[config.mk]
export PLATFORM = sky130hd
export DESIGN_NAME = color_sensor_frequency_calibrator_unit
export DESIGN_NICKNAME = d
export VERILOG_FILES = /design/src/rtl/csfc_pkg.sv /design/src/rtl/csfc_div.sv /design/src/rtl/csfc_dp.sv /design/src/rtl/csfc_ctrl.sv /design/src/rtl/color_sensor_frequency_calibrator_unit.sv
export VERILOG_INCLUDE_DIRS = /design/src /design/src/rtl
export SDC_FILE = /design/constraint.sdc
export NUM_CORES = 1
export LEC_CHECK = 0
export BUFFER_PORTS_ARGS = -buffer_cell sky130_fd_sc_hd__buf_2
export CAP_MARGIN = 20
export CORE_ASPECT_RATIO = 0.8
export CORE_MARGIN = 2
export CORE_UTILIZATION = 24
export DETAILED_ROUTE_END_ITERATION = 16
export GPL_ROUTABILITY_DRIVEN = 0
export PLACE_DENSITY_LB_ADDON = 0.15
export SETUP_SLACK_MARGIN = 0.2
export SYNTH_ARGS = -nofsm -noshare
export SYNTH_HDL_FRONTEND = slang
export SYNTH_SLANG_ARGS = --single-unit
[constraint.sdc]
create_clock -name clk -period 7.7 [get_ports clk]
set_input_delay 0.77 -clock clk [delete_from_list [all_inputs] [get_ports clk]]
set_output_delay 0.77 -clock clk [all_outputs]
set_load 0.005 [all_outputs]
[src/rtl/color_sensor_frequency_calibrator_unit_macros.svh]
// Assertion macros for the color sensor frequency calibrator.
// Expects clk and arst_n in the scope of use; no other dependencies.
`ifndef COLOR_SENSOR_FREQUENCY_CALIBRATOR_UNIT_MACROS_SVH
`define COLOR_SENSOR_FREQUENCY_CALIBRATOR_UNIT_MACROS_SVH

// same-cycle implication
`define CSFC_ASSERT_SAME(label, ante, cons, msg) \
	label: assert property (@(posedge clk) disable iff (!arst_n) (ante) |-> (cons)) \
		else $error(msg);

// next-cycle implication
`define CSFC_ASSERT_NEXT(label, ante, cons, msg) \
	label: assert property (@(posedge clk) disable iff (!arst_n) (ante) |=> (cons)) \
		else $error(msg);

`endif

[src/rtl/csfc_pkg.sv]
// Shared types, constants and helpers for the color sensor frequency calibrator.
// No dependencies.
package csfc_pkg;

	localparam int FREQ_NUM      = 500000;
	localparam int PULSE_TIMEOUT = 250000;
	localparam int WHITE_RESET   = 1000;
	localparam int SCALE_MAX     = 255;
	localparam int CAL_SAMPLES   = 255;
	localparam int MEASURE_RESET = 16;

	localparam int PULSE_W = 18;
	localparam int FREQ_W  = 19;
	localparam int SUM_W   = 27;
	localparam int CNT_W   = 8;
	localparam int NUM_W   = 27;
	localparam int DEN_W   = 19;
	localparam int DIV_STEPS = NUM_W;
	localparam int DIV_CNT_W = $clog2(DIV_STEPS);
	localparam int NUM_CH  = 3;

	// action / result kind codes
	localparam logic [1:0] ACT_READ  = 2'd0;
	localparam logic [1:0] ACT_WHITE = 2'd1;
	localparam logic [1:0] ACT_BLACK = 2'd2;
	localparam logic [1:0] ACT_BAD   = 2'd3;

	// channel codes
	localparam logic [1:0] CH_RED   = 2'd0;
	localparam logic [1:0] CH_GREEN = 2'd1;
	localparam logic [1:0] CH_BLUE  = 2'd2;
	localparam logic [1:0] CH_BAD   = 2'd3;

	// S2/S3 levels
	localparam logic [1:0] PINS_RED   = 2'b00;
	localparam logic [1:0] PINS_GREEN = 2'b11;
	localparam logic [1:0] PINS_BLUE  = 2'b01;

	// register map: word index is paddr[2]
	localparam int         APB_ADDR_W          = 3;
	localparam logic [0:0] REG_MEASURE_SAMPLES = 1'b0;

	typedef struct packed {
		logic [1:0]         action;
		logic [1:0]         channel;
		logic [PULSE_W-1:0] pulse_high_us;
	} in_item_t;

	typedef struct packed {
		logic [1:0]        result_kind;
		logic [1:0]        result_channel;
		logic [1:0]        filter_select;
		logic [FREQ_W-1:0] average_frequency;
		logic [7:0]        scaled_value;
		logic              out_of_range;
	} out_item_t;

	typedef enum logic [1:0] {
		DIV_FREQ,
		DIV_AVG,
		DIV_MAP
	} div_sel_t;

	typedef struct packed {
		logic     load_item;
		logic     clr_freq;
		logic     div_start;
		div_sel_t div_sel;
		logic     take_freq;
		logic     accum;
		logic     take_avg;
		logic     store_point;
		logic     prep_map;
		logic     set_empty;
		logic     take_map;
		logic     emit;
	} cmd_t;

	typedef struct packed {
		logic item_ok;
		logic timeout;
		logic div_done;
		logic run_full;
		logic is_read;
		logic span_zero;
		logic out_free;
	} sts_t;

	function automatic logic [1:0] pins_for(input logic [1:0] ch);
		logic [1:0] p;
		case (ch)
			CH_GREEN: p = PINS_GREEN;
			CH_BLUE:  p = PINS_BLUE;
			default:  p = PINS_RED;
		endcase
		return p;
	endfunction

endpackage

[src/rtl/csfc_div.sv]
// Restoring divider, one quotient bit per cycle, shared by all divisions.
// Depends on csfc_pkg.
module csfc_div
	import csfc_pkg::*;
(
	input  logic             clk,
	input  logic             arst_n,
	input  logic             start,
	input  logic [NUM_W-1:0] num,
	input  logic [DEN_W-1:0] den,
	output logic             done,
	output logic [NUM_W-1:0] quo
);

	logic                 busy_q;
	logic                 done_q;
	logic [DIV_CNT_W-1:0] cnt_q;
	logic [DEN_W-1:0]     rem_q;
	logic [DEN_W-1:0]     den_q;
	logic [NUM_W-1:0]     quo_q;

	logic [DEN_W:0]   shifted;
	logic [DEN_W+1:0] diff;
	logic             ge;

	assign shifted = {rem_q, quo_q[NUM_W-1]};
	assign diff    = {1'b0, shifted} - {2'b00, den_q};
	assign ge      = !diff[DEN_W+1];

	always_ff @(posedge clk or negedge arst_n) begin
		if (!arst_n) begin
			busy_q <= 1'b0;
			done_q <= 1'b0;
			cnt_q  <= '0;
		end else begin
			done_q <= 1'b0;
			if (start) begin
				busy_q <= 1'b1;
				cnt_q  <= '0;
			end else if (busy_q) begin
				cnt_q <= cnt_q + 1'b1;
				if (cnt_q == DIV_CNT_W'(DIV_STEPS - 1)) begin
					busy_q <= 1'b0;
					done_q <= 1'b1;
				end
			end
		end
	end

	// quotient shifts in where the dividend shifts out
	always_ff @(posedge clk) begin
		if (start) begin
			quo_q <= num;
			den_q <= den;
			rem_q <= '0;
		end else if (busy_q) begin
			quo_q <= {quo_q[NUM_W-2:0], ge};
			rem_q <= ge ? diff[DEN_W-1:0] : shifted[DEN_W-1:0];
		end
	end

	assign done = done_q;
	assign quo  = quo_q;

endmodule

[src/rtl/csfc_dp.sv]
// Datapath: item and run registers, calibration points, divider operands, output register.
// Depends on csfc_pkg and csfc_div.
module csfc_dp
	import csfc_pkg::*;
(
	input  logic             clk,
	input  logic             arst_n,
	input  in_item_t         in_item,
	input  logic [CNT_W-1:0] measure_samples,
	input  cmd_t             cmd,
	output sts_t             sts,
	output logic             out_valid,
	input  logic             out_stall,
	output out_item_t        out_item
);

	in_item_t          item_q;
	logic [FREQ_W-1:0] freq_q;
	logic [SUM_W-1:0]  sum_q;
	logic [CNT_W-1:0]  count_q;
	logic [1:0]        run_action_q;
	logic [1:0]        run_channel_q;
	logic [FREQ_W-1:0] avg_q;
	logic [FREQ_W-1:0] black_q [NUM_CH];
	logic [FREQ_W-1:0] white_q [NUM_CH];
	logic [FREQ_W-1:0] map_mag_q;
	logic [FREQ_W-1:0] span_mag_q;
	logic              map_neg_q;
	logic              span_zero_q;
	logic [7:0]        scaled_q;
	logic              flag_q;
	logic              out_valid_q;
	out_item_t         out_q;

	logic             restart;
	logic [SUM_W-1:0] sum_base;
	logic [CNT_W-1:0] cnt_base;
	logic [CNT_W-1:0] target;
	logic [FREQ_W-1:0] lo;
	logic [FREQ_W-1:0] hi;
	logic [FREQ_W:0]  diff;
	logic [FREQ_W:0]  span;
	logic [FREQ_W:0]  diff_neg;
	logic [FREQ_W:0]  span_neg;
	logic [NUM_W-1:0] times255;

	logic [NUM_W-1:0] div_num;
	logic [DEN_W-1:0] div_den;
	logic             div_done;
	logic [NUM_W-1:0] div_quo;

	csfc_div u_div (
		.clk    (clk),
		.arst_n (arst_n),
		.start  (cmd.div_start),
		.num    (div_num),
		.den    (div_den),
		.done   (div_done),
		.quo    (div_quo)
	);

	// run bookkeeping
	assign restart  = (count_q == '0) || (item_q.action != run_action_q) ||
		(item_q.channel != run_channel_q);
	assign sum_base = restart ? '0 : sum_q;
	assign cnt_base = restart ? '0 : count_q;

	always_comb begin
		if (item_q.action == ACT_READ) begin
			target = (measure_samples == '0) ? CNT_W'(1) : measure_samples;
		end else begin
			target = CNT_W'(CAL_SAMPLES);
		end
	end

	// mapping operands, sign handled apart from the magnitudes
	assign lo       = black_q[item_q.channel];
	assign hi       = white_q[item_q.channel];
	assign diff     = {1'b0, avg_q} - {1'b0, lo};
	assign span     = {1'b0, hi} - {1'b0, lo};
	assign diff_neg = -diff;
	assign span_neg = -span;
	assign times255 = {map_mag_q, 8'b0} - {8'b0, map_mag_q};

	always_comb begin
		case (cmd.div_sel)
			DIV_FREQ: begin
				div_num = NUM_W'(FREQ_NUM);
				div_den = {1'b0, item_q.pulse_high_us};
			end
			DIV_AVG: begin
				div_num = sum_q;
				div_den = {{(DEN_W-CNT_W){1'b0}}, count_q};
			end
			DIV_MAP: begin
				div_num = times255;
				div_den = span_mag_q;
			end
			default: begin
				div_num = '0;
				div_den = '0;
			end
		endcase
	end

	always_comb begin
		sts.item_ok   = (item_q.action != ACT_BAD) && (item_q.channel != CH_BAD);
		sts.timeout   = (item_q.pulse_high_us == '0) ||
			(item_q.pulse_high_us > PULSE_W'(PULSE_TIMEOUT));
		sts.div_done  = div_done;
		sts.run_full  = count_q >= target;
		sts.is_read   = item_q.action == ACT_READ;
		sts.span_zero = span_zero_q;
		sts.out_free  = !out_valid_q || !out_stall;
	end

	// model state with reset values
	always_ff @(posedge clk or negedge arst_n) begin
		if (!arst_n) begin
			sum_q         <= '0;
			count_q       <= '0;
			run_action_q  <= ACT_READ;
			run_channel_q <= CH_RED;
			for (int i = 0; i < NUM_CH; i++) begin
				black_q[i] <= '0;
				white_q[i] <= FREQ_W'(WHITE_RESET);
			end
			out_valid_q   <= 1'b0;
		end else begin
			if (cmd.accum) begin
				sum_q         <= sum_base + {{(SUM_W-FREQ_W){1'b0}}, freq_q};
				count_q       <= cnt_base + 1'b1;
				run_action_q  <= item_q.action;
				run_channel_q <= item_q.channel;
			end else if (cmd.emit) begin
				sum_q   <= '0;
				count_q <= '0;
			end
			if (cmd.store_point) begin
				if (item_q.action == ACT_WHITE) begin
					white_q[item_q.channel] <= avg_q;
				end else begin
					black_q[item_q.channel] <= avg_q;
				end
			end
			if (cmd.emit) begin
				out_valid_q <= 1'b1;
			end else if (!out_stall) begin
				out_valid_q <= 1'b0;
			end
		end
	end

	// working payload
	always_ff @(posedge clk) begin
		if (cmd.load_item) begin
			item_q <= in_item;
		end
		if (cmd.clr_freq) begin
			freq_q <= '0;
		end else if (cmd.take_freq) begin
			freq_q <= div_quo[FREQ_W-1:0];
		end
		if (cmd.take_avg) begin
			avg_q    <= div_quo[FREQ_W-1:0];
			scaled_q <= '0;
			flag_q   <= 1'b0;
		end else if (cmd.set_empty) begin
			scaled_q <= '0;
			flag_q   <= 1'b1;
		end else if (cmd.take_map) begin
			if (map_neg_q) begin
				scaled_q <= '0;
				flag_q   <= div_quo != '0;
			end else if (div_quo > NUM_W'(SCALE_MAX)) begin
				scaled_q <= 8'(SCALE_MAX);
				flag_q   <= 1'b1;
			end else begin
				scaled_q <= div_quo[7:0];
				flag_q   <= 1'b0;
			end
		end
		if (cmd.prep_map) begin
			map_mag_q   <= diff[FREQ_W] ? diff_neg[FREQ_W-1:0] : diff[FREQ_W-1:0];
			span_mag_q  <= span[FREQ_W] ? span_neg[FREQ_W-1:0] : span[FREQ_W-1:0];
			map_neg_q   <= diff[FREQ_W] ^ span[FREQ_W];
			span_zero_q <= span == '0;
		end
		if (cmd.emit) begin
			out_q.result_kind       <= item_q.action;
			out_q.result_channel    <= item_q.channel;
			out_q.filter_select     <= pins_for(item_q.channel);
			out_q.average_frequency <= avg_q;
			out_q.scaled_value      <= scaled_q;
			out_q.out_of_range      <= flag_q;
		end
	end

	assign out_valid = out_valid_q;
	assign out_item  = out_q;

endmodule

[src/rtl/csfc_ctrl.sv]
// Controller: sequences one item through frequency, accumulate, average and mapping or calibration-point steps.
// Depends on csfc_pkg.
module csfc_ctrl
	import csfc_pkg::*;
(
	input  logic clk,
	input  logic arst_n,
	input  logic in_valid,
	output logic in_stall,
	input  sts_t sts,
	output cmd_t cmd
);

	typedef enum logic [3:0] {
		S_IDLE,
		S_START,
		S_FDIV,
		S_ACCUM,
		S_CHECK,
		S_ADIV,
		S_POINT,
		S_MSTART,
		S_MDIV,
		S_EMIT
	} state_t;

	state_t state_q;
	state_t state_d;

	always_comb begin
		state_d = state_q;
		cmd     = '0;
		cmd.div_sel = DIV_FREQ;
		case (state_q)
			S_IDLE: begin
				if (in_valid) begin
					cmd.load_item = 1'b1;
					state_d = S_START;
				end
			end
			S_START: begin
				if (!sts.item_ok) begin
					state_d = S_IDLE;
				end else if (sts.timeout) begin
					cmd.clr_freq = 1'b1;
					state_d = S_ACCUM;
				end else begin
					cmd.div_start = 1'b1;
					cmd.div_sel   = DIV_FREQ;
					state_d = S_FDIV;
				end
			end
			S_FDIV: begin
				if (sts.div_done) begin
					cmd.take_freq = 1'b1;
					state_d = S_ACCUM;
				end
			end
			S_ACCUM: begin
				cmd.accum = 1'b1;
				state_d = S_CHECK;
			end
			S_CHECK: begin
				if (sts.run_full) begin
					cmd.div_start = 1'b1;
					cmd.div_sel   = DIV_AVG;
					state_d = S_ADIV;
				end else begin
					state_d = S_IDLE;
				end
			end
			S_ADIV: begin
				if (sts.div_done) begin
					cmd.take_avg = 1'b1;
					state_d = S_POINT;
				end
			end
			S_POINT: begin
				if (sts.is_read) begin
					cmd.prep_map = 1'b1;
					state_d = S_MSTART;
				end else begin
					cmd.store_point = 1'b1;
					state_d = S_EMIT;
				end
			end
			S_MSTART: begin
				if (sts.span_zero) begin
					cmd.set_empty = 1'b1;
					state_d = S_EMIT;
				end else begin
					cmd.div_start = 1'b1;
					cmd.div_sel   = DIV_MAP;
					state_d = S_MDIV;
				end
			end
			S_MDIV: begin
				if (sts.div_done) begin
					cmd.take_map = 1'b1;
					state_d = S_EMIT;
				end
			end
			S_EMIT: begin
				if (sts.out_free) begin
					cmd.emit = 1'b1;
					state_d = S_IDLE;
				end
			end
			default: begin
				state_d = S_IDLE;
			end
		endcase
	end

	always_ff @(posedge clk or negedge arst_n) begin
		if (!arst_n) begin
			state_q <= S_IDLE;
		end else begin
			state_q <= state_d;
		end
	end

	assign in_stall = state_q != S_IDLE;

endmodule

[src/rtl/color_sensor_frequency_calibrator_unit.sv]
// Top level of the color sensor frequency calibrator: APB register, controller, datapath.
// Depends on csfc_pkg, csfc_ctrl, csfc_dp and the assertion macro header.
//
//  channel   direction  handshake            payload
//  in        sink       in_valid/in_stall    in_item  (in_item_t)
//  out       source     out_valid/out_stall  out_item (out_item_t)
//  cfg       APB slave  psel/penable/pready  paddr, pwdata, prdata
//
// One item at a time; the shared 27-step divider sets the pace.
// An ordinary sample runs the frequency divide; a timed-out pulse skips it.
// The last sample of a run adds the average divide, and a reading adds its mapping
// divide as well (not when the span is empty); a stalled output adds to the wait.
// A result waits in the output register; the next item is taken meanwhile.
// arst_n clears the run, restores calibration points, measure_samples = 16.
`include "color_sensor_frequency_calibrator_unit_macros.svh"

module color_sensor_frequency_calibrator_unit
	import csfc_pkg::*;
(
	input  logic                  clk,
	input  logic                  arst_n,
	input  logic                  in_valid,
	output logic                  in_stall,
	input  in_item_t              in_item,
	output logic                  out_valid,
	input  logic                  out_stall,
	output out_item_t             out_item,
	input  logic                  psel,
	input  logic                  penable,
	input  logic                  pwrite,
	input  logic [APB_ADDR_W-1:0] paddr,
	input  logic [31:0]           pwdata,
	output logic [31:0]           prdata,
	output logic                  pready
);

	logic [CNT_W-1:0] measure_samples_q;
	logic             cfg_write;
	cmd_t             cmd;
	sts_t             sts;

	// Config register: written in the APB access phase.
	assign pready    = 1'b1;
	assign cfg_write = psel && penable && pwrite && pready &&
		(paddr[APB_ADDR_W-1:2] == REG_MEASURE_SAMPLES);

	always_ff @(posedge clk or negedge arst_n) begin
		if (!arst_n) begin
			measure_samples_q <= CNT_W'(MEASURE_RESET);
		end else if (cfg_write) begin
			measure_samples_q <= pwdata[CNT_W-1:0];
		end
	end

	// Unmapped addresses read as zero.
	assign prdata = (paddr[APB_ADDR_W-1:2] == REG_MEASURE_SAMPLES) ?
		{{(32-CNT_W){1'b0}}, measure_samples_q} : 32'b0;

	// Controller issues commands, datapath reports status.
	csfc_ctrl u_ctrl (
		.clk      (clk),
		.arst_n   (arst_n),
		.in_valid (in_valid),
		.in_stall (in_stall),
		.sts      (sts),
		.cmd      (cmd)
	);

	csfc_dp u_dp (
		.clk             (clk),
		.arst_n          (arst_n),
		.in_item         (in_item),
		.measure_samples (measure_samples_q),
		.cmd             (cmd),
		.sts             (sts),
		.out_valid       (out_valid),
		.out_stall       (out_stall),
		.out_item        (out_item)
	);

	// Checks
	`CSFC_ASSERT_NEXT(a_busy_after_transfer, in_valid && !in_stall, in_stall, "no stall after input transfer")
	`CSFC_ASSERT_SAME(a_cal_fields_zero, out_valid && out_item.result_kind != ACT_READ, out_item.scaled_value == '0 && !out_item.out_of_range, "calibration result with mapped fields set")
	`CSFC_ASSERT_SAME(a_avg_in_range, out_valid, out_item.average_frequency <= FREQ_W'(FREQ_NUM), "average frequency above full scale")

endmodule

Word-level counts from Yosys, hierarchy flattened
Cells that the tools add are included.

storage, ports and cells
  input bits = 64
  register bits after elaboration = 381
  word-level logic and storage cells = 182
  output and inout bits = 69

operators by class
  order comparisons = 5
  reductions and logical operators = 28
  bitwise operators = 4
  add/sub/neg operators = 9
  equality and inequality tests = 25
  mux-type cells = 75

operators by type and width
  kind                                                            count
  2-to-1 mux 19 bit                                               8
  2-to-1 mux 27 bit                                               5
  bitwise mux 57 bit                                              2
  one-hot mux 27 bit (3 select lines)                             1
  binary-select mux 19 bit (select 2 bit)                         2
  2-to-1 mux 8 bit                                                8
  one-hot mux 19 bit (3 select lines)                             1
  one-hot mux 4 bit (10 select lines)                             1
  subtractor 19 x 19 -> 20 bit                                    2
  demux 19 bit (select 2 bit)                                     1
  negator 19 bit                                                  2
  2-to-1 mux 1 bit                                                29
  2-to-1 mux 4 bit                                                7
  adder 27 x 19 -> 27 bit                                         1
  greater-than comparator 27 x 8 -> 1 bit, second input constant  1
  nonzero test 27 bit                                             1
  subtractor 27 x 19 -> 27 bit                                    1
  subtractor 20 x 19 -> 21 bit                                    1
  logical NOT 20 bit                                              1
  greater-than comparator 18 bit, second input constant           1
  logical NOT 18 bit                                              1
  equality test 4 x 3 -> 1 bit, second input constant             4
  logical NOT 8 bit                                               2
  inequality test 2 bit, second input constant                    7
  31 further kinds                                                56

Logic depth before layout (Yosys ltp)
  depth in word-level cells = 9
  depth in mapped cells = 20
  mapped depth without buffers = 17

Hierarchy
Synthesis repeated with hierarchy kept, for this count alone.

second synthesis, totals
  cells, all modules = 2059
  area total of the unflattened synthesis = 21962.3 µm²

modules (own cells, without submodules)
  module                                  area each (µm²)  seq. area each (µm²)  instances  cells an instance
  csfc_dp                                 16905.0          7890.1                1          1579
  csfc_div                                4007.6           1936.9                1          361
  color_sensor_frequency_calibrator_unit  580.6            201.4                 1          52
  csfc_ctrl                               469.2            100.1                 1          67

Worst setup path after synthesis
No wires, ideal clock.

  kind = register -> register
  start = register u_dp.item_q[19] (netlist bit)
  end = register u_dp.map_mag_q[18], data pin
  period minus slack after synthesis = 4.572 ns
  cell stages (with the launch flop) = 17
  required time = 7.440 ns
  path buffers = 2
  path slack = 3.128 ns
  library setup time = 0.260 ns
  data arrival time = 4.312 ns
  cells stage by stage = edfxtp_1 > clkbuf_1 > clkbuf_1 > mux2i_1 > o21ai_0 > ha_1 > fa_1 > nor2b_4 > o31a_1 > or3_1 > a221o_2 > xor2_1 > or3_4 > a211o_1 > o41a_1 > xor2_1 > xnor2_1

between the ends
  word-level cells in the longest chain between the ends = 7

RTL lines
  element                                                    line            RTL
  from (decl)                                                csfc_dp.sv:17   in_item_t item_q;
  from (signal assigned)                                     csfc_dp.sv:157  item_q <= in_item;
  inverter 2 -> 3 bit (implied by the code) (*)              csfc_dp.sv:77   assign lo = black_q[item_q.channel];
  binary-select mux 19 bit (select 2 bit) (*)                csfc_dp.sv:77
  2-to-1 mux 19 bit (implied by the code) (*) (2 in series)  csfc_dp.sv:77
  subtractor 19 x 19 -> 20 bit (*)                           csfc_dp.sv:79   assign diff = {1'b0, avg_q} - {1'b0, lo};
  negator 19 bit                                             csfc_dp.sv:81   assign diff_neg = -diff;
  2-to-1 mux 19 bit (*)                                      csfc_dp.sv:184  map_mag_q <= diff[FREQ_W] ? diff_neg[FREQ_W-1:0] : diff[FREQ_W-1:0];
  to (signal assigned)                                       csfc_dp.sv:184
  to (decl)                                                  csfc_dp.sv:26   logic [FREQ_W-1:0] map_mag_q;

Mark *: on every way between the ends. The rest lies on a longest branch, timed or not. The select of a mux whose other input is x is not followed.
A chain may end at the register's enable or synchronous reset.

Worst setup path after layout
  start = register u_dp.item_q[18] (netlist bit)
  end = register u_dp.span_mag_q[6], data pin

between the ends
  word-level cells in the longest chain between the ends = 7
  elaborated cells between the ends (all ways) = 10
  those cells by class = add/sub (2); mux (7); bitwise (1)

RTL lines
  element                                                            line                          RTL
  inverter 2 -> 3 bit (implied by the code) (*)                      csfc_dp.sv:77, csfc_dp.sv:78
  binary-select mux 19 bit (select 2 bit), on equally long branches  csfc_dp.sv:78, csfc_dp.sv:77
  2-to-1 mux 19 bit, on equally long branches (2 in series)          csfc_dp.sv:78, csfc_dp.sv:77
  subtractor 19 x 19 -> 20 bit (*)                                   csfc_dp.sv:80                 assign span = {1'b0, hi} - {1'b0, lo};
  negator 19 bit                                                     csfc_dp.sv:82                 assign span_neg = -span;
  2-to-1 mux 19 bit (*)                                              csfc_dp.sv:185                span_mag_q <= span[FREQ_W] ? span_neg[FREQ_W-1:0] : span[FREQ_W-1:0];
  to (signal assigned)                                               csfc_dp.sv:185
  to (decl)                                                          csfc_dp.sv:27                 logic [FREQ_W-1:0] span_mag_q;

Marked as above.

==> impl_metrics.env <==
export IMPL_ant_nets=0
export IMPL_grt_max_degree=70
export IMPL_clock_latency_ps=590
export IMPL_cp_num_buf_inv=3
export IMPL_synth_top_area_share_pct=22.9
export IMPL_power_density_nw_per_um2=435
export IMPL_hold_path_class="input pin to asynchronous set/reset pin"
export IMPL_worstSetupEndpointType="flop"
export IMPL_hold_viol_final=0
export IMPL_place_area_um2=22800
export IMPL_clockBufferDepth=3
export IMPL_relSlewSlack_pct=26.7
export IMPL_nets=2303
export IMPL_drv_slew=0
export IMPL_grt_ovfl_total=0
export IMPL_worst_r2r_setup_slack_ps=2230
export IMPL_yosysWarnings=0
export IMPL_postSynthCellCount=2059
export IMPL_io_buffers=81
export IMPL_worst_slew_pin_slew_ps=1100
export IMPL_skew_ps=27.5
export IMPL_synth_area_top_cells="edfxtp_1, dfrtp_1, ha_1"
export IMPL_cp_num_cells=15
export IMPL_antenna_found_initial=3
export IMPL_crit_fanout=26
export IMPL_synth_avg_cell_area_um2=10.3
export IMPL_drt_wirelength_per_cell_um=19.5
export IMPL_setup_tns_ps=0
export IMPL_ys_top_cells_by_count="nand2_1, edfxtp_1, a21oi_1, dfrtp_1, o21ai_0"
export IMPL_timing_final_ws_setup_ps=2230
export IMPL_wl_mm=64.4
export IMPL_cts_root_buf="clkbuf_16"
export IMPL_drv_cap=0
export IMPL_seq_area_frac_synth_pct=47.9
export IMPL_p_leak_nw=10.3
export IMPL_rsz0062_at_grt="no"
export IMPL_drtIter0Drc=1152
export IMPL_clk_pin_slew_ps=60
export IMPL_synth_largest_area_cell="edfxtp_1"
export IMPL_track_usage_pct=14.1
export IMPL_htree_levels=2
export IMPL_slowest_delay_ps=720
export IMPL_fp_dieH_um=269
export IMPL_status="complete, no violations"
export IMPL_dr_total_vias=15800
export IMPL_arrival_ps=5830
export IMPL_cp_common_cell="buf_4"
export IMPL_finalSetupViolCount=0
export IMPL_coreArea_um2=87400
export IMPL_initial_core_util_pct=24.2
export IMPL_cts_setup_buffers=0
export IMPL_vias_per_cell=4.79
export IMPL_ys_seq_elements=381
export IMPL_cts_resized=0
export IMPL_pre_cts_ws_ps=2140
export IMPL_synthToLayoutAreaGrowth_pct=14.8
export IMPL_worstSetupStartpointType="flop"
export IMPL_required_ps=8060
export IMPL_chipWidth_um=336
export IMPL_post_route_min_period_ps=5470
export IMPL_tritoncts="built"
export IMPL_drive_gt1_share_pct=15.3
export IMPL_async_flop_share_pct=45.4
export IMPL_rows=97
export IMPL_final_core_util_pct=27.8
export IMPL_synth_most_common_cell="nand2_1"
export IMPL_synth_edf_count=161
export IMPL_reg2reg_depth=15
export IMPL_ir_drop_v=0.000373
export IMPL_grt_pass1_wl_mm=97.5
export IMPL_synth_area_um2=21100
export IMPL_crit_slowest_cell="nor2_2"
export IMPL_critical_path_top_delay_family="compound AO/OA/AOI/OAI gates"
export IMPL_post_route_period_util_pct=71.0
export IMPL_first_pass_iters=7
export IMPL_final_area_um2=24300
export IMPL_path_class="flop to flop"
export IMPL_cts_buffers=44
export IMPL_cts_hold_buf=0
export IMPL_grt_pass1_vias=15700
export IMPL_dp_hpwl_mm=47.1
export IMPL_die_area_um2=90500
export IMPL_drc=0
export IMPL_clock_sinks=381
export IMPL_ys_flop_type="edfxtp_1"
export IMPL_path_cells="buf_4 > inv_1 > nor2_2 > buf_4 > a21oi_1 > ha_1 > nand4_1 > a211oi_1 > o21ai_1 > o31ai_1 > nor3_1 > o21bai_1 > a21o_1 > nor2_1 > xnor2_1"
export IMPL_io_pins=133
export IMPL_yosysUniqueCellTypes=82
export IMPL_fmax_mhz=183
[worst reg2reg max path: cells and delay by family, from the launching register on]
kind	cells	cell delay, ps
fa+ha+maj	1	500
compound gates	6	2050
xor+xnor	1	340
simple gates	4	1120
buf+inv	3	920
flops	1	310
[flip-flops by register name, indices dropped and copies added (netlist names), 2 cells and up]
register,count
u_dp.u_div.den_q,19
u_dp.sum_q,27
u_dp.freq_q,19
u_dp.avg_q,19
u_dp.item_q,22
u_dp.count_q,8
u_dp.black_q,57
u_dp.white_q,57
u_dp.u_div.cnt_q,5
u_dp.run_action_q,2
u_dp.span_mag_q,19
u_dp.u_div.quo,27
u_ctrl.state_q,4
u_dp.u_div.rem_q,19
u_dp.map_mag_q,19
u_dp.out_item,34
measure_samples_q,8
u_dp.run_channel_q,2
u_dp.scaled_q,8
[where the power goes]
group	leakage, nW	internal (mW)	total [mW]	switching (mW)
Clock	0.681	1.19	2.08	0.890
Sequential	4.20	2.96	3.40	0.445
Combinational	5.42	2.02	5.08	3.06
[per-layer routing]
layer | routed length [um] | vias to the layer above | share of wire, % | track usage (%)
li1 | - | 7567 | - | -
met1 | 32100 | 7843 | 50 | 20.6
met2 | 27500 | 327 | 43 | 21.2
met3 | 3250 | 78 | 5.0 | 2.45
met4 | 1440 | 0 | 2.2 | 3.78
met5 | 0 | - | 0 | 0
[placed cells by master (no fill, tap or decap), types with 8 or more instances in the layout]
master     Yosys  final
nand3_1       37     37
xnor2_1       73     73
a21oi_1      155    153
or3_1          8      8
a21o_1        29     29
inv_1         81     81
nand2b_1      21     21
conb_1         2     25
a222oi_1      11     11
clkbuf_16      0     45
a31oi_1       17     17
ha_1         105    105
dfstp_2       19     19
mux2_2       110    110
buf_4         25     24
o31ai_1       10     10
o22ai_1       18     18
xor2_1        42     42
o21a_1        20     20
nor3_1        35     33
nor4_1        17     17
dfxtp_1       47     47
o211ai_1       9      9
mux2i_1       61     61
nand4_1       14     14
nor2_1       120    118
a22oi_1       16     16
o21ai_0      146    146
nor2b_1       23     23
and2_1        27     27
dfrtp_1      154    154
a211oi_1      10     10
a211o_1        9      9
nand2_1      225    225
clkbuf_1      71     10
buf_2          0     80
and3_1        19     19
edfxtp_1     161    161
[worst paths after layout]
kind                             startpoint            endpoint
min                                  arst_n    u_dp.black_q[11]
max reg2reg                 u_dp.item_q[18]  u_dp.span_mag_q[6]
min reg2reg                u_dp.scaled_q[5]    u_dp.out_item[6]
max                         u_dp.item_q[18]  u_dp.span_mag_q[6]
max in group asynchronous            arst_n      u_dp.sum_q[19]
min in group clk                 in_item[0]      u_dp.item_q[0]
[per-stage QoR]
stage | hold slack (ps) | instances | total power [mW]
5_1_grt | 211 | 3302 | 11.3
2_1_floorplan | 408 | 2082 | 6.97
3_5_place_dp | 419 | 3220 | 8.52
6_report | 177 | 3304 | 10.6
3_3_place_gp | 431 | 3218 | 8.48
4_1_cts | 171 | 3300 | 10.7
[logic make-up (layout without fill, tap and decap cells)]
| family | after synthesis | count (layout) | share of synthesized area [%] |
|---|---|---|---|
| AOI/OAI and AO/OA | 518 | 518 | 15.3 |
| xor gates and xnor gates | 115 | 115 | 4.77 |
| adders and majority gates | 109 | 109 | 6.59 |
| buffers and inverters | 188 | 270 | 3.86 |
| DFF | 381 | 381 | 47.9 |
| muxes | 171 | 171 | 8.75 |
| other | 2 | 27 | 0.0355 |
| and+or+nand+nor | 575 | 575 | 12.8 |
[final cells by class]
type                       count  area [um^2]
timing repair buffer         109          682
sequential                   381        10100
antenna                        2         5.00
clock inverter                20          163
fill                        9149        63100
inverter                      81          304
clock buffer                  60         1230
tap                         1138         1420
multi-input combinational   1513        10300
(Power assumes the default switching activity.)
